--- src/rtl/mtes_pkg.sv ---
// Shared types and constants for the MIDI track event serializer.
// No dependencies; imported by every module of the block.
package mtes_pkg;

    // Command codes of an input word
    localparam logic [1:0] CMD_NOTE  = 2'd0;
    localparam logic [1:0] CMD_REST  = 2'd1;
    localparam logic [1:0] CMD_TEMPO = 2'd2;
    localparam logic [1:0] CMD_END   = 2'd3;

    // Configuration register indexes
    localparam logic CFG_CHANNEL   = 1'b0;
    localparam logic CFG_REST_NOTE = 1'b1;

    localparam logic [6:0] REST_NOTE_RESET = 7'd36;

    // Fixed byte values of the track stream
    localparam logic [7:0] BYTE_ZERO       = 8'h00;
    localparam logic [7:0] BYTE_META       = 8'hFF;
    localparam logic [7:0] BYTE_SET_TEMPO  = 8'h51;
    localparam logic [7:0] BYTE_TEMPO_LEN  = 8'h03;
    localparam logic [7:0] BYTE_END_TRACK  = 8'h2F;
    localparam logic [3:0] NOTE_ON_NIBBLE  = 4'h9;
    localparam logic [3:0] NOTE_OFF_NIBBLE = 4'h8;

    localparam int DUR_W   = 28;
    localparam int GROUP_W = 7;

    // Sequencer to VLQ unit
    typedef struct packed {
        logic load;
        logic shift;
    } vlq_ctrl_t;

    // VLQ unit to sequencer
    typedef struct packed {
        logic [7:0] data;
        logic       final_group;
    } vlq_stat_t;

    // Sequencer to output register
    typedef struct packed {
        logic       valid;
        logic [7:0] data;
        logic       last;
    } emit_t;

endpackage

--- src/rtl/mtes_vlq.sv ---
// Variable-length quantity shifter: emits a 28-bit duration as 7-bit groups.
// Depends on mtes_pkg.
module mtes_vlq import mtes_pkg::*; (
    input  logic               aclk,
    input  logic               aresetn,
    input  vlq_ctrl_t          ctrl,
    input  logic [DUR_W-1:0]   duration,
    output vlq_stat_t          stat
);

    logic [DUR_W-1:0] shift_reg, shift_next;
    logic [2:0]       cnt_reg, cnt_next;
    logic [2:0]       load_cnt;
    logic [DUR_W-1:0] load_val;

    // Count the significant groups and left-align the first one.
    always_comb begin
        priority if (duration[27:21] != '0) begin
            load_cnt = 3'd4;
            load_val = duration;
        end else if (duration[20:14] != '0) begin
            load_cnt = 3'd3;
            load_val = {duration[20:0], 7'd0};
        end else if (duration[13:7] != '0) begin
            load_cnt = 3'd2;
            load_val = {duration[13:0], 14'd0};
        end else begin
            load_cnt = 3'd1;
            load_val = {duration[6:0], 21'd0};
        end
    end

    always_comb begin
        shift_next = shift_reg;
        cnt_next   = cnt_reg;
        if (ctrl.load) begin
            shift_next = load_val;
            cnt_next   = load_cnt;
        end else if (ctrl.shift) begin
            shift_next = {shift_reg[DUR_W-GROUP_W-1:0], {GROUP_W{1'b0}}};
            cnt_next   = cnt_reg - 3'd1;
        end
    end

    always_ff @(posedge aclk) begin
        shift_reg <= shift_next;
        if (!aresetn) begin
            cnt_reg <= '0;
        end else begin
            cnt_reg <= cnt_next;
        end
    end

    assign stat.final_group = (cnt_reg == 3'd1);
    assign stat.data        = {cnt_reg != 3'd1, shift_reg[DUR_W-1 -: GROUP_W]};

    // A group is only taken while some remain.
    assert property (@(posedge aclk) disable iff (!aresetn)
        ctrl.shift && !ctrl.load |-> cnt_reg != 3'd0)
        else $error("VLQ shift with no groups left");

    assert property (@(posedge aclk) disable iff (!aresetn)
        ctrl.load |=> cnt_reg != 3'd0 && cnt_reg <= 3'd4)
        else $error("VLQ group count out of range after load");

    assert property (@(posedge aclk) disable iff (!aresetn)
        ctrl.shift && !ctrl.load && cnt_reg != 3'd1 |-> stat.data[7])
        else $error("continuation bit missing on a non-final group");

endmodule

--- src/rtl/mtes_seq.sv ---
// Byte sequencer: walks one event through header, duration and tail bytes.
// Depends on mtes_pkg; drives the mtes_vlq unit.
module mtes_seq import mtes_pkg::*; (
    input  logic        aclk,
    input  logic        aresetn,
    input  logic        start,
    input  logic [1:0]  command,
    input  logic [6:0]  note_number,
    input  logic [6:0]  velocity,
    input  logic [23:0] tempo,
    input  logic [3:0]  channel,
    input  logic [6:0]  rest_note,
    input  logic        advance,
    input  vlq_stat_t   vlq_stat,
    output vlq_ctrl_t   vlq_ctrl,
    output emit_t       emit,
    output logic        busy
);

    localparam logic [1:0] ST_IDLE = 2'd0;
    localparam logic [1:0] ST_HEAD = 2'd1;
    localparam logic [1:0] ST_VLQ  = 2'd2;
    localparam logic [1:0] ST_TAIL = 2'd3;

    logic [1:0]  state_reg, state_next;
    logic [1:0]  cnt_reg, cnt_next;
    logic [1:0]  cmd_reg;
    logic [6:0]  note_reg;
    logic [6:0]  velo_reg;
    logic [23:0] tempo_reg, tempo_next;
    logic        is_rest;
    logic [6:0]  ev_note;
    logic [7:0]  off_status;

    assign is_rest    = (cmd_reg == CMD_REST);
    assign ev_note    = is_rest ? rest_note : note_reg;
    assign off_status = {NOTE_OFF_NIBBLE, channel};

    always_comb begin
        emit.valid = (state_reg != ST_IDLE);
        emit.data  = BYTE_ZERO;
        emit.last  = 1'b0;
        unique case (state_reg)
            ST_HEAD: begin
                unique case (cnt_reg)
                    2'd0: emit.data = BYTE_ZERO;
                    2'd1: begin
                        if (cmd_reg == CMD_NOTE) begin
                            emit.data = {NOTE_ON_NIBBLE, channel};
                        end else if (is_rest) begin
                            emit.data = off_status;
                        end else begin
                            emit.data = BYTE_META;
                        end
                    end
                    2'd2: begin
                        unique case (cmd_reg)
                            CMD_NOTE, CMD_REST: emit.data = {1'b0, ev_note};
                            CMD_TEMPO:          emit.data = BYTE_SET_TEMPO;
                            default:            emit.data = BYTE_END_TRACK;
                        endcase
                    end
                    default: begin
                        unique case (cmd_reg)
                            CMD_NOTE:  emit.data = {1'b0, velo_reg};
                            CMD_TEMPO: emit.data = BYTE_TEMPO_LEN;
                            default:   emit.data = BYTE_ZERO;
                        endcase
                        emit.last = (cmd_reg == CMD_END);
                    end
                endcase
            end
            ST_VLQ: emit.data = vlq_stat.data;
            ST_TAIL: begin
                if (cmd_reg == CMD_TEMPO) begin
                    emit.data = tempo_reg[23:16];
                end else begin
                    unique case (cnt_reg)
                        2'd0:    emit.data = off_status;
                        2'd1:    emit.data = {1'b0, ev_note};
                        default: emit.data = BYTE_ZERO;
                    endcase
                end
                emit.last = (cnt_reg == 2'd2);
            end
            default: emit.data = BYTE_ZERO;
        endcase
    end

    always_comb begin
        state_next = state_reg;
        cnt_next   = cnt_reg;
        tempo_next = tempo_reg;
        if (start) begin
            state_next = ST_HEAD;
            cnt_next   = 2'd0;
            tempo_next = tempo;
        end else if (advance) begin
            unique case (state_reg)
                ST_HEAD: begin
                    cnt_next = cnt_reg + 2'd1;
                    if (cnt_reg == 2'd3) begin
                        cnt_next = 2'd0;
                        unique case (cmd_reg)
                            CMD_NOTE, CMD_REST: state_next = ST_VLQ;
                            CMD_TEMPO:          state_next = ST_TAIL;
                            default:            state_next = ST_IDLE;
                        endcase
                    end
                end
                ST_VLQ: begin
                    if (vlq_stat.final_group) begin
                        state_next = ST_TAIL;
                    end
                end
                ST_TAIL: begin
                    tempo_next = {tempo_reg[15:0], 8'd0};
                    cnt_next   = cnt_reg + 2'd1;
                    if (cnt_reg == 2'd2) begin
                        state_next = ST_IDLE;
                        cnt_next   = 2'd0;
                    end
                end
                default: state_next = ST_IDLE;
            endcase
        end
    end

    always_ff @(posedge aclk) begin
        tempo_reg <= tempo_next;
        if (start) begin
            cmd_reg  <= command;
            note_reg <= note_number;
            velo_reg <= velocity;
        end
        if (!aresetn) begin
            state_reg <= ST_IDLE;
            cnt_reg   <= 2'd0;
        end else begin
            state_reg <= state_next;
            cnt_reg   <= cnt_next;
        end
    end

    assign vlq_ctrl.load  = start;
    assign vlq_ctrl.shift = (state_reg == ST_VLQ) && advance;
    assign busy           = (state_reg != ST_IDLE);

endmodule

--- src/rtl/midi_track_event_serializer.sv ---
// Top level of the MIDI track event serializer; holds the configuration
// registers and the output register. Depends on mtes_pkg, mtes_vlq, mtes_seq.
//
// Each accepted event word is turned into its Standard MIDI File track
// bytes, one byte per output word, with m_last high on the event's final
// byte. The block emits one byte per cycle while m_ready stays high, and no
// byte is emitted in the cycle that accepts the event. An event is 8 bytes
// for a note or rest plus one per extra 7-bit duration group, 7 bytes for
// tempo and 4 for end of track. The next event is accepted in the cycle after
// the final byte enters the output register, so that byte may still wait there.
// Duration bytes come from a 28-bit shift register that moves one 7-bit group
// per cycle while the output advances; tempo bytes from a 24-bit register
// that moves one byte per cycle while the output advances.
// Configuration writes take effect at once and must only be made while no
// event is open.
module midi_track_event_serializer import mtes_pkg::*; (
    input  logic        aclk,
    input  logic        aresetn,
    input  logic        cfg_wr_en,
    input  logic        cfg_index,
    input  logic [6:0]  cfg_data,
    input  logic        s_valid,
    output logic        s_ready,
    input  logic [1:0]  s_command,
    input  logic [6:0]  s_note_number,
    input  logic [6:0]  s_velocity,
    input  logic [27:0] s_duration,
    input  logic [23:0] s_tempo,
    output logic        m_valid,
    input  logic        m_ready,
    output logic [7:0]  m_out_byte,
    output logic        m_last
);

    logic [3:0] channel_reg;
    logic [6:0] rest_note_reg;
    logic       m_valid_reg, m_valid_next;
    logic [7:0] m_out_byte_reg;
    logic       m_last_reg;
    logic       busy;
    logic       start;
    logic       out_free;
    logic       out_load;
    emit_t      emit;
    vlq_ctrl_t  vlq_ctrl;
    vlq_stat_t  vlq_stat;

    assign s_ready  = !busy;
    assign start    = s_valid && s_ready;
    assign out_free = !m_valid_reg || m_ready;
    assign out_load = emit.valid && out_free;

    mtes_vlq u_vlq (
        .aclk     (aclk),
        .aresetn  (aresetn),
        .ctrl     (vlq_ctrl),
        .duration (s_duration),
        .stat     (vlq_stat)
    );

    mtes_seq u_seq (
        .aclk        (aclk),
        .aresetn     (aresetn),
        .start       (start),
        .command     (s_command),
        .note_number (s_note_number),
        .velocity    (s_velocity),
        .tempo       (s_tempo),
        .channel     (channel_reg),
        .rest_note   (rest_note_reg),
        .advance     (out_free),
        .vlq_stat    (vlq_stat),
        .vlq_ctrl    (vlq_ctrl),
        .emit        (emit),
        .busy        (busy)
    );

    always_comb begin
        m_valid_next = m_valid_reg;
        if (out_load) begin
            m_valid_next = 1'b1;
        end else if (m_ready) begin
            m_valid_next = 1'b0;
        end
    end

    always_ff @(posedge aclk) begin
        if (out_load) begin
            m_out_byte_reg <= emit.data;
            m_last_reg     <= emit.last;
        end
        if (!aresetn) begin
            m_valid_reg   <= 1'b0;
            channel_reg   <= 4'd0;
            rest_note_reg <= REST_NOTE_RESET;
        end else begin
            m_valid_reg <= m_valid_next;
            if (cfg_wr_en && cfg_index == CFG_CHANNEL) begin
                channel_reg <= cfg_data[3:0];
            end
            if (cfg_wr_en && cfg_index == CFG_REST_NOTE) begin
                rest_note_reg <= cfg_data;
            end
        end
    end

    assign m_valid    = m_valid_reg;
    assign m_out_byte = m_out_byte_reg;
    assign m_last     = m_last_reg;

    // An accepted event always produces at least one byte.
    assert property (@(posedge aclk) disable iff (!aresetn)
        start |=> busy && !s_ready)
        else $error("event accepted but sequencer not started");

    // Once the final byte is in the output register the sequencer is free.
    assert property (@(posedge aclk) disable iff (!aresetn)
        out_load && emit.last |=> s_ready)
        else $error("sequencer still busy after final byte");

    // The sequencer never offers a byte while idle.
    assert property (@(posedge aclk) disable iff (!aresetn)
        emit.valid |-> !s_ready)
        else $error("byte offered while ready for a new event");

endmodule

--- config.mk ---
export PLATFORM = sky130hd
export DESIGN_NAME = midi_track_event_serializer
export DESIGN_NICKNAME = d
export VERILOG_FILES = /design/src/rtl/mtes_pkg.sv /design/src/rtl/mtes_vlq.sv /design/src/rtl/mtes_seq.sv /design/src/rtl/midi_track_event_serializer.sv
export SDC_FILE = /design/constraint.sdc
export NUM_CORES = 1
export LEC_CHECK = 0
export BUFFER_PORTS_ARGS = -buffer_cell sky130_fd_sc_hd__buf_2
export CORE_ASPECT_RATIO = 0.75
export CORE_MARGIN = 10
export CORE_UTILIZATION = 56
export DETAILED_ROUTE_END_ITERATION = 10
export PLACE_DENSITY = 0.8
export SETUP_SLACK_MARGIN = 0.2
export SLEW_MARGIN = 20
export SYNTH_ARGS = -nofsm -noshare
export SYNTH_HDL_FRONTEND = slang
export SYNTH_SLANG_ARGS = --single-unit
--- constraint.sdc ---
create_clock -name aclk -period 4.5 [get_ports aclk]
set_input_delay 0.9 -clock aclk [delete_from_list [all_inputs] [get_ports aclk]]
set_output_delay 0.9 -clock aclk [all_outputs]
set_load 0.02 [all_outputs]
# Word-level counts from Yosys, hierarchy flattened
# Cells that the tools add are included.
[totals] in_bits=81 ff_bits=96
[op_classes] bitwise_logic=2 n_reduce_logical=26 n_mux=36 n_addsub=2 n_eq_ne=17
[ops] op="two-way mux 28 bit" count=5
[ops] op="two-way mux 24 bit" count=3
[ops] op="one-hot mux 8 bit (3 select lines)" count=2
[ops] op="one-hot mux 7 bit (2 select lines)" count=2
[ops] op="nonzero test 7 bit" count=3
[ops] op="two-way mux 8 bit" count=2
[ops] op="one-hot mux 8 bit (2 select lines)" count=1
[ops] op="two-way mux 7 bit" count=2
[ops] op="== test 2 bit, second input constant" count=6
[ops] op="two-way mux 2 bit" count=6
[ops] op="two-way mux 3 bit" count=4
[ops] op="nonzero test 2 bit" count=6
[ops] op="!= test 3 x 2 -> 1 bit, second input constant" count=3
[ops] op="one-hot mux 2 bit (2 select lines)" count=2
[ops] op="AND reduction 4 bit" count=2
[ops] op="== test 2 x 1 -> 1 bit, second input constant" count=3
[ops] op="!= test 2 x 1 -> 1 bit, second input constant" count=3
[ops] op="one-hot mux 2 bit (3 select lines)" count=1
[ops] op="logical AND 1 bit" count=5
[ops] op="two-way mux 1 bit" count=5
[ops] op="zero test 2 bit" count=2
[ops] op="AND reduction 2 bit" count=2
[ops] op="OR reduction 2 bit" count=2
[ops] op="== test 3 x 1 -> 1 bit, second input constant" count=1
[ops] op="other kinds (8)" count=10

# Logic depth before layout (Yosys ltp)
# Gate-level depths: netlist of run 1.
[depth] word_depth=7 ltp_mapped=9

# Modules after synthesis
# From an unflattened synthesis of run 1, not the netlist that was laid out.
[unflattened] hier_cells=470 hier_area_um2=5281.3
[modules_own_cells] module="mtes_seq" seq_area_each_um2=1281.2 area_each_um2=2652.5 cells_per_inst=238 n_inst=1
[modules_own_cells] module="mtes_vlq" seq_area_each_um2=900.9 area_each_um2=1858.0 cells_per_inst=169 n_inst=1
[modules_own_cells] module="midi_track_event_serializer" seq_area_each_um2=510.5 area_each_um2=770.7 cells_per_inst=63 n_inst=1

# Worst setup path after synthesis of run 1
# No wires, ideal clock.
[synth_timing] path_type="input -> register" from="input port m_ready" to="register u_vlq.shift_reg[0] (enable)" required_ps=4046 cell_stages=2 path_slack_ps=1020 arrival_time_ps=3026 n_path_buf=0 cell_sequence="nor2b_1 o21ai_0"
[synth_via] elab_chain_cells=3
[synth_rtl] element="start: declaration" line="midi_track_event_serializer.sv:30" rtl="input logic m_ready,"
[synth_rtl] element="logical OR 1 bit" line="midi_track_event_serializer.sv:50" rtl="assign out_free = !m_valid_reg || m_ready;"
[synth_rtl] element="logical AND 1 bit" line="mtes_seq.sv:146" rtl="assign vlq_ctrl.shift = (state_reg == ST_VLQ) && advance;"
[synth_rtl] element="nonzero test 2 bit (no line)"
[synth_rtl] element="end signal: assignment" line="mtes_vlq.sv:46" rtl="shift_reg <= shift_next;"
[synth_rtl] element="end: declaration" line="mtes_vlq.sv:11" rtl="logic [DUR_W-1:0] shift_reg, shift_next;"
# No other way between the ends.
# A chain may end at the register's enable or synchronous reset.

# Worst setup path in the final report of run 1
[layout_timing] from="register u_seq.state_reg[0]" to="register u_vlq.shift_reg[20], data pin"
[layout_via] elab_chain_cells=4
[layout_rtl] element="start: declaration" line="mtes_seq.sv:25" rtl="logic [1:0] state_reg, state_next;"
[layout_rtl] element="start signal: assignment" line="mtes_seq.sv:140" rtl="state_reg <= state_next;"
[layout_rtl] element="nonzero test 2 bit" line="mtes_seq.sv:147" rtl="assign busy = (state_reg != ST_IDLE);"
[layout_rtl] element="zero test 1 bit" line="midi_track_event_serializer.sv:48" rtl="assign s_ready = !busy;"
[layout_rtl] element="logical AND 1 bit" line="midi_track_event_serializer.sv:49" rtl="assign start = s_valid && s_ready;"
[layout_rtl] element="two-way mux 28 bit" line="mtes_vlq.sv:36" rtl="if (ctrl.load) begin"
[layout_rtl] element="net u_vlq.shift_next[20]" line="mtes_vlq.sv:11"
# The timed path passes the listed nets, and every way through them passes these cells.

==> flow_summary_export.csv, run 1 <==
group,metric,value,unit
clock_tree,numClockSinks,96,
finish,nNetsFinal,648,
yosys,ys_seq_area_share,53.69,%
clock_tree,cts_tree,"done",
drt,routedWlPerCell,20.24,um
yosys,synth_largest_area_cell,"edfxtp_1",
yosys,yosys.cell_count.top_type,"nand2_1",
die,coreArea,0.008600,mm2
setup_path,worst_ep_required_time,4720,ps
yosys,synth_edf_count,77,
run_status,outcome,"complete, no violations",
die,num_rows,29,
yosys,yosys_warnings,0,
yosys,synthTopCellsByArea,"edfxtp_1 (46%), dfxtp_1 (7.6%), nand2_1 (5.9%), a221o_1 (4.4%), ha_1 (3.5%)",
clock_tree,ctsHoldBuffers,0,
clock_tree,cts_root_buf,"clkbuf_16",
sta,slew_viol_final,0,
drt,via_per_inst,6.255,
drt,drcViolationCount,0,
drt,detail-route-antenna-nets,0,
setup_path,start_kind,"flop",
sta,timing.fmax,318.8,MHz
grt,grt_overflow,0,
sta,rsz0062_at_grt,"no",
grt,antenna_found_initial,0,
yosys,synth_fp_nets,572,
drt,wirelength,13.48,mm
clock_tree,ctsResizeCount,0,
sta,period_needed,3137,ps
drt,vias,4166,
drt,firstDrtPassIters,8,
setup_path,arrival,3350,ps
clock_tree,clockBufferDepth,2,
setup_path,path_max_fanout,23,
grt,grt_first_pass_wirelength,21.12,mm
grt,grt_max_degree,30,
sta,setup-violations-final,0,
grt,grt_pass1_vias,4054,
sta,finalCritPeriodShare,69.71,%
yosys,netlist_area,0.005015,mm2
place,place.gp.congestion,0.9128,
finish,final_core_util,66.86,%
clock_tree,cts_setup_buffers,0,
finish,synthToLayoutAreaGrowth,14.65,%
place,hpwl,9.904,mm
die,start_util,58.32,%
clock_tree,worst_skew_pair.late_latency,350,ps
setup_path,worstSetupPathType,"reg -> reg",
finish,drive_gt1_share,22.04,%
sta,slew_headroom,35.04,%
sta,hold_ws,515.1,ps
yosys,synthCells,477,
yosys,synth.top_cells.by_count,"nand2_1 (79), edfxtp_1 (77), nor2_1 (46), a221o_1 (22), dfxtp_1 (19)",
sta,fin_skew,6.853,ps
sta,worst_slew_pin_slew,972.1,ps
grt,grt_util_all_layers,20.59,%
yosys,synthFlopType,"edfxtp_1",
yosys,synth_cell_types,58,
die,dieArea,0.01318,mm2
finish,largest_register_ffs,28,
power_and_ir_drop,leakagePower,2.362,nW
yosys,syn_area_per_cell,10.51,um2
die,io-pin-count,92,
die,die_w,129.3,um
sta,hold_viol_final,0,
flow_run,drv_cap,0,
die,die_h,102.0,um
hold_path,min-delay-path-class,"reg -> reg",
drt,drt_iter0_drc,540,
sta,setup_tns,0,ps
clock_tree,numCtsBuffers,9,
yosys,synth_top_area_share,46.11,%
power_and_ir_drop,irDropWorstVdd,0.2964,mV
finish,n_antenna_cell,0,
clock_tree,cts_max_level,3,
yosys,synth.ff_latch_count,96,
setup_path,crit_path_end_kind,"flop",
place,numPortBuffers,91,
clock_tree,path_clk_slew,60,ps
yosys,async_flop_share,0,%
power_and_ir_drop,power-per-cell-area,415.9,mW/mm2
==> layer usage <==
metal  GRT usage (%)  part of all wire [%]
met1           27.27                    42
met2           31.18                    43
met3           8.070                    13
met4           4.795                   1.8
met5               0                     0
==> worst paths after layout <==
path | from | endpoint | slack (ps) | cells past startpoint
worst max-delay path | u_seq.state_reg[0] | u_vlq.shift_reg[20] | 1360 | 7
worst min-delay path | rest_note_reg[1] | rest_note_reg[1] | 520 | 2
worst max register to register | u_seq.state_reg[0] | u_vlq.shift_reg[20] | 1360 | 7
worst min register to register | rest_note_reg[1] | rest_note_reg[1] | 520 | 2
==> final cells by class <==
| cell class | instances | area (um2) |
|---|---|---|
| clock buffer | 12 | 246.5 |
| sequential | 96 | 2693 |
| clock inverter | 4 | 21.27 |
| fill | 674 | 2850 |
| tap | 108 | 135.1 |
| timing repair buffer | 94 | 478.0 |
| multi-input combinational | 337 | 2120 |
| inverter | 15 | 56.30 |
==> kinds of logic (layout without fill, tap and decap cells) <==
| logic type | Yosys count | in the layout | synth area share [%] |
|---|---|---|---|
| AOI/OAI and AO/OA | 115 | 115 | 17.39 |
| buffers and inverters | 44 | 125 | 4.116 |
| adders and majority gates | 14 | 14 | 3.493 |
| and+or+nand+nor | 193 | 193 | 18.26 |
| DFF | 96 | 96 | 53.69 |
| muxes | 14 | 14 | 2.869 |
| xor gates and xnor gates | 1 | 1 | 0.1747 |
==> placed cells by master, fill, tap and decap left out, types with 6 or more instances in the layout <==
master,n
buf_2,91
nand2_1,79
edfxtp_1,77
nor2_1,46
a221o_1,22
dfxtp_1,19
a21oi_1,18
and2_1,15
inv_1,14
nand3_1,14
ha_1,14
mux2i_1,11
o21ai_0,10
and3_1,10
clkbuf_16,9
nor2b_1,7
o22ai_1,7
a31oi_1,7
nand2b_1,6
==> critical path, stage by stage, from the launching register on <==
cell and delay [ps]:
dfxtp_1 330, inv_1 120, ha_1 550, nand2_2 390, inv_2 490, nand3_2 250, a21oi_2 580, a221o_1 280
==> power by group <==
part | internal, W | switching [W]
clock | 0.000386 | 0.000316
combinational | 0.000180 | 0.000311
sequential | 0.00113 | 0.0000659
total | 0.00170 | 0.000693
==> per-stage QoR <==
stage	setup slack (ps)	instances	area [um2]	power [W]
after global placement	1640	650	5482	0.001670
after detailed placement	1387	650	5482	0.001695
after global routing	1135	666	5749	0.002494
final	1363	666	5749	0.002391
after floorplan	1020	477	5015	0.001525
after CTS	1382	666	5749	0.002390
(Power assumes the default switching activity.)
==> run 2, diff against run 1 <==
--- a/config.mk
+++ b/config.mk
@@ -5,12 +5,13 @@
 export SDC_FILE = /design/constraint.sdc
 export NUM_CORES = 1
 export LEC_CHECK = 0
+export ABC_AREA = 1
 export BUFFER_PORTS_ARGS = -buffer_cell sky130_fd_sc_hd__buf_2
 export CORE_ASPECT_RATIO = 0.75
 export CORE_MARGIN = 10
-export CORE_UTILIZATION = 56
+export CORE_UTILIZATION = 51
 export DETAILED_ROUTE_END_ITERATION = 10
-export PLACE_DENSITY = 0.8
+export PLACE_DENSITY = 0.77
 export SETUP_SLACK_MARGIN = 0.2
 export SLEW_MARGIN = 20
 export SYNTH_ARGS = -nofsm -noshare
==> constraint.sdc (replaced) <==
create_clock -name aclk -period 2.55 [get_ports aclk]
set_input_delay 0.51 -clock aclk [delete_from_list [all_inputs] [get_ports aclk]]
set_output_delay 0.51 -clock aclk [all_outputs]
set_load 0.02 [all_outputs]
==> run 2 against run 1 <==
  * Flip-flop and latch count unchanged
  * Largest cell class unchanged
  * Worst hold slack got worse by 170 ps
  * Via count increased by 7.1%
  * Global-route usage decreased by 2.1 points
  * Area after synthesis increased by 3.0%
  * Critical endpoint is now u_vlq.cnt_reg[2]
  * Cell area increased by 5.3%
  * Critical path depth increased by 2
  * Combinational power increased to 3.9 times the previous value
  * Clock power increased by 110%
  * Count of clock-buffer cells in the layout decreased by 3
==> flow_summary_export.csv, run 2 <==
group,metric,value,unit
drt,firstDrtPassIters,5,
grt,grt_pass1_vias,4237,
sta,worst_slew_pin_slew,562.5,ps
yosys,yosys.cell_count.top_type,"nand2_1",
die,io-pin-count,92,
yosys,synth_xor_area_share,0,%
power_and_ir_drop,leakagePower,2.794,nW
clock_tree,path_clk_slew,70,ps
setup_path,start_kind,"flop",
setup_path,path_max_fanout,53,
place,numPortBuffers,91,
sta,timing.fmax,480.0,MHz
yosys,synth_top_family_by_area,"simple AND/OR/NAND/NOR gates",
grt,grt_util_all_layers,18.46,%
drt,drt_iter0_drc,478,
yosys,synthCells,637,
die,coreArea,0.009774,mm2
yosys,syn_area_per_cell,8.110,um2
finish,mostFrequentLayoutCells,"nand2_1 (208), nor2_1 (97), buf_2 (91)",
sta,fin_ws,466.8,ps
place,place.gp.congestion,0.9444,
yosys,synth-simple-area-share,29.79,%
grt,grt_overflow,0,
die,die_w,136.2,um
die,dieArea,0.01460,mm2
grt,grt_first_pass_wirelength,21.53,mm
yosys,synth.ff_latch_count,96,
yosys,synth_cell_types,28,
drt,detail-route-antenna-nets,0,
sta,period_needed,2083,ps
run_status,outcome,"complete, no violations",
sta,hold_ws,341.5,ps
sta,slew_headroom,62.50,%
finish,final_common_cell,"nand2_1",
flow_run,drv_cap,0,
yosys,synthTopCellsByArea,"edfxtp_1 (45%), nand2_1 (15%), dfxtp_1 (7.4%), nor2_1 (7.0%), inv_1 (4.9%)",
yosys,synth_largest_area_cell,"edfxtp_1",
yosys,synth_top_area_share,44.76,%
drt,via_per_inst,5.162,
grt,grt_max_degree,54,
finish,n_antenna_cell,0,
clock_tree,cts_root_buf,"clkbuf_16",
yosys,ys_seq_area_share,52.12,%
die,die_h,107.2,um
finish,drive_gt1_share,18.99,%
finish,nNetsFinal,823,
yosys,synth.top_cells.by_count,"nand2_1 (208), nor2_1 (97), edfxtp_1 (77), inv_1 (68), o21ai_0 (32)",
sta,setup_tns,0,ps
drt,vias,4460,
place,hpwl,10.26,mm
hold_path,min-delay-path-class,"in -> reg",
setup_path,worst_ep_required_time,2810,ps
power_and_ir_drop,irDropWorstVdd,0.5152,mV
die,num_rows,31,
clock_tree,clockBufferDepth,2,
die,start_util,52.85,%
clock_tree,numCtsBuffers,9,
clock_tree,numClockSinks,96,
sta,fin_skew,8.526,ps
setup_path,arrival,2350,ps
finish,largest_register_ffs,28,
clock_tree,worst_skew_pair.late_latency,340,ps
drt,drcViolationCount,0,
yosys,netlist_area,0.005166,mm2
sta,setup-violations-final,0,
grt,antenna_found_initial,1,
yosys,synth_compound_area_share,7.435,%
place,pre_cts_ws,454.8,ps
yosys,synth-adder-area-share,3.391,%
sta,hold_viol_final,0,
yosys,synth_fp_nets,732,
sta,slew_viol_final,0,
yosys,synthFlopType,"edfxtp_1",
clock_tree,cts_max_level,3,
sta,rsz0062_at_grt,"no",
clock_tree,cts_tree,"done",
yosys,synth_edf_count,77,
setup_path,worstSetupPathType,"reg -> reg",
yosys,async_flop_share,0,%
finish,synthToLayoutAreaGrowth,17.20,%
yosys,yosys_warnings,0,
power_and_ir_drop,power-per-cell-area,989.6,mW/mm2
yosys,synth.area.mux_share,0,%
drt,routedWlPerCell,15.55,um
setup_path,crit_path_end_kind,"flop",
drt,wirelength,13.43,mm
sta,finalCritPeriodShare,81.69,%
## run 2: final timing paths
| path | startpoint | endpoint | slack, ps | depth (start not counted) |
|---|---|---|---|---|
| worst min-delay path | s_note_number[2] | u_seq.note_reg[2] | 340 | 1 |
| worst min register to register | rest_note_reg[0] | rest_note_reg[0] | 490 | 2 |
| worst max-delay path | u_seq.state_reg[0] | u_vlq.cnt_reg[2] | 470 | 9 |
| worst max register to register | u_seq.state_reg[0] | u_vlq.cnt_reg[2] | 470 | 9 |
## run 2: logic make-up (layout without fill, tap and decap cells)
family / after synthesis / after routing
compound gates: 72 / 72
fa+ha+maj: 14 / 14
buf+inv: 89 / 184
flops: 96 / 96
simple gates: 366 / 366
## run 2: cell type report
class | instances | area (um2)
timing repair buffer | 99 | 515.5
multi-input combinational | 452 | 2102
inverter | 70 | 262.8
clock buffer | 9 | 225.2
fill | 882 | 3720
tap | 132 | 165.2
sequential | 96 | 2693
clock inverter | 6 | 91.34
## run 2: per-stage QoR
stage | util [%] | total power [W] | cells | instance area, um2
finish | 61.94 | 0.005991 | 864 | 6055
global route | 61.94 | 0.006369 | 864 | 6055
CTS | 61.79 | 0.005999 | 862 | 6040
detailed placement | 58.55 | 0.004535 | 847 | 5723
global placement | 58.55 | 0.004471 | 847 | 5723
floorplan | - | 0.003953 | 637 | 5170
## run 2: power breakdown
group          internal (W)  switching, W  leakage, nW
sequential          0.00242      0.000198        0.906
clock              0.000863      0.000600        0.157
combinational      0.000620       0.00129         1.73
total               0.00390       0.00209         2.79
## run 2: critical path: stages (launching register included)
cell and delay (ps):
dfxtp_1 390, inv_1 100, ha_1 230, nand2_2 80
buf_4 460, nand2_1 110, buf_4 280, inv_1 130
o21ai_0 90, nor3_1 120
## run 2: per-layer routing
layer / wire length, um / share of wire, % / track usage [%] / vias to the layer above
met3: 1195 / 8.9 / 5.177 / 15
met2: 5549 / 41 / 25.93 / 168
met5: 13 / 0.097 / 0 / -
met1: 6530 / 49 / 27.13 / 2043
met4: 141 / 1.0 / 4.856 / 2
li1: - / - / - / 2232
## run 2: repair_timing
action                     in CTS  in global routing
gates resized for setup         0                  0
buffers inserted                0                  2
hold buffers                    0                  0
setup endpoints to repair       0                  1
==> run 3, diff against run 2 <==
==> constraint.sdc (replaced) <==
create_clock -name aclk -period 1.9 [get_ports aclk]
set_input_delay 0.38 -clock aclk [delete_from_list [all_inputs] [get_ports aclk]]
set_output_delay 0.38 -clock aclk [all_outputs]
set_load 0.02 [all_outputs]
==> run 3 against run 2 <==
  * Critical path depth shrank 1
  * Utilization grew 2.4 points
  * Fmax grew 24%
  * Count of clock-buffer cells in the layout is the same
  * Via count grew 2.8%
  * Sequential share of layout area shrank 1.5 points
  * First-iteration DRC count grew 2.5%
  * Clock skew shrank 4.7 ps
  * Critical path type unchanged
  * Largest cell class unchanged
==> flow_summary_export.csv, run 3 (synthesis results as in run 2) <==
group,metric,value,unit
sta,worst_slew_pin_slew,778.4,ps
finish,final_common_cell,"nand2_1",
sta,fin_ws,226.5,ps
hold_path,min-delay-path-class,"in -> reg",
clock_tree,cts_root_buf,"clkbuf_16",
place,pre_cts_ws,48.37,ps
drt,routedWlPerCell,15.75,um
setup_path,slowest_stage,"dfxtp_2",
clock_tree,numCtsBuffers,9,
grt,antenna_found_initial,0,
clock_tree,clockBufferDepth,2,
die,dieArea,0.01460,mm2
sta,timing.fmax,597.6,MHz
die,coreArea,0.009774,mm2
die,die_h,107.2,um
drt,via_per_inst,5.230,
setup_path,start_kind,"flop",
die,io-pin-count,92,
power_and_ir_drop,power-per-cell-area,1338,mW/mm2
grt,grt_overflow,0,
finish,final_core_util,64.34,%
clock_tree,path_clk_slew,70,ps
setup_path,crit_path_end_kind,"flop",
setup_path,worst_ep_required_time,2090,ps
sta,rsz0062_at_grt,"yes",
finish,n_antenna_cell,0,
finish,drive_gt1_share,23.09,%
sta,fin_skew,3.837,ps
grt,grt_max_degree,30,
drt,wirelength,13.82,mm
sta,finalCritPeriodShare,88.08,%
clock_tree,cts_max_level,3,
drt,firstDrtPassIters,5,
clock_tree,ctsHoldBuffers,0,
die,die_w,136.2,um
setup_path,arrival,1860,ps
sta,hold_viol_final,0,
sta,slew_headroom,47.91,%
finish,fin_area,0.006289,mm2
grt,grt_util_all_layers,18.49,%
grt,grt_first_pass_wirelength,21.56,mm
sta,period_needed,1673,ps
place,numPortBuffers,91,
drt,drcViolationCount,0,
clock_tree,cts_tree,"done",
sta,setup-violations-final,0,
grt,grt_pass1_vias,4412,
finish,mostFrequentLayoutCells,"nand2_1 (206), nor2_1 (91), buf_2 (91)",
die,num_rows,31,
finish,nNetsFinal,835,
flow_run,drv_cap,0,
power_and_ir_drop,power,0.008416,W
setup_path,critPathMaxStageDelay,340,ps
power_and_ir_drop,leakagePower,2.878,nW
place,place.gp.congestion,1.017,
run_status,outcome,"complete, no violations",
clock_tree,worst_skew_pair.late_latency,340,ps
die,start_util,52.85,%
setup_path,worstSetupPathType,"reg -> reg",
finish,synthToLayoutAreaGrowth,21.72,%
place,placed_area,0.005861,mm2
drt,detail-route-antenna-nets,0,
setup_path,crit_chain,"inv_2 > ha_2 > inv_1 > nor3_4 > a21oi_1 > a21oi_1 > nor2_1 > nor2_1",
setup_path,path_max_fanout,5,
clock_tree,numClockSinks,96,
power_and_ir_drop,irDropWorstVdd,0.7659,mV
drt,drt_iter0_drc,490,
place,hpwl,10.44,mm
finish,largest_register_ffs,28,
drt,vias,4587,
sta,setup_tns,0,ps
sta,slew_viol_final,0,
==> run 3: changes by cell type in the layout (fill, tap and decap cells not counted), moves of 3 or more <==
| cell | change |
|---|---|
| ha_1 | -4 |
| nor2_1 | -6 |
| buf_4 | +9 |
| inv_1 | -4 |
| inv_2 | +4 |
| nor2_2 | +5 |
| dfxtp_2 | +3 |
| dfxtp_1 | -4 |
==> run 3: repair_timing <==
item / in CTS / in global routing
pin swaps: 1 / 3
buffers inserted: 0 / 1
cloned: 0 / 0
endpoints found under the setup margin: 52 / 36
resized for setup: 11 / 13
==> run 3: path summary, 6_finish.rpt <==
check                                   startpoint           endpoint  slack [ps]  cells past startpoint
worst max-delay path            u_seq.state_reg[1]      m_out_byte[3]         230                      8
worst min-delay path              s_note_number[6]  u_seq.note_reg[6]         210                      1
worst max register to register  u_seq.state_reg[1]      m_out_byte[3]         230                      8
worst min register to register    rest_note_reg[3]   rest_note_reg[3]         490                      2
==> run 3: worst max-delay path: cells and delay by family, from the launching register on <==
family,cells,cell delay [ps]
and+or+nand+nor,3,480
adders and majority gates,1,240
DFF,1,340
buffers and inverters,2,200
AOI/OAI and AO/OA,2,270
==> run 3: metrics by stage <==
step,hold slack (ps),instances
global route,197.9,877
finish,210.7,877
floorplan,442.8,637
CTS,199.0,876
detailed placement,481.0,860
global placement,478.8,860
==> run 3: layout make-up <==
cell class	count	area, um2
clock inverters	7	118.9
well taps	132	165.2
multi-input cells	452	2178
inverters	70	262.8
repair buffers	111	638.1
clock buffers	9	225.2
flip-flops and latches	96	2700
fillers	858	3486
==> run 3: layer usage <==
layer / GRT usage, % / up-vias / part of all wire (%)
met1: 25.95 / 2079 / 45
met3: 5.037 / 14 / 10
met4: 5.159 / 0 / 1.2
met2: 27.39 / 245 / 43
li1: - / 2249 / -
met5: 0 / - / 0
==> run 3: power by group <==
part	internal [W]	leakage (nW)	switching, W
Combinational	0.000987	1.81	0.00187
Sequential	0.00325	0.908	0.000241
Clock	0.00129	0.164	0.000783
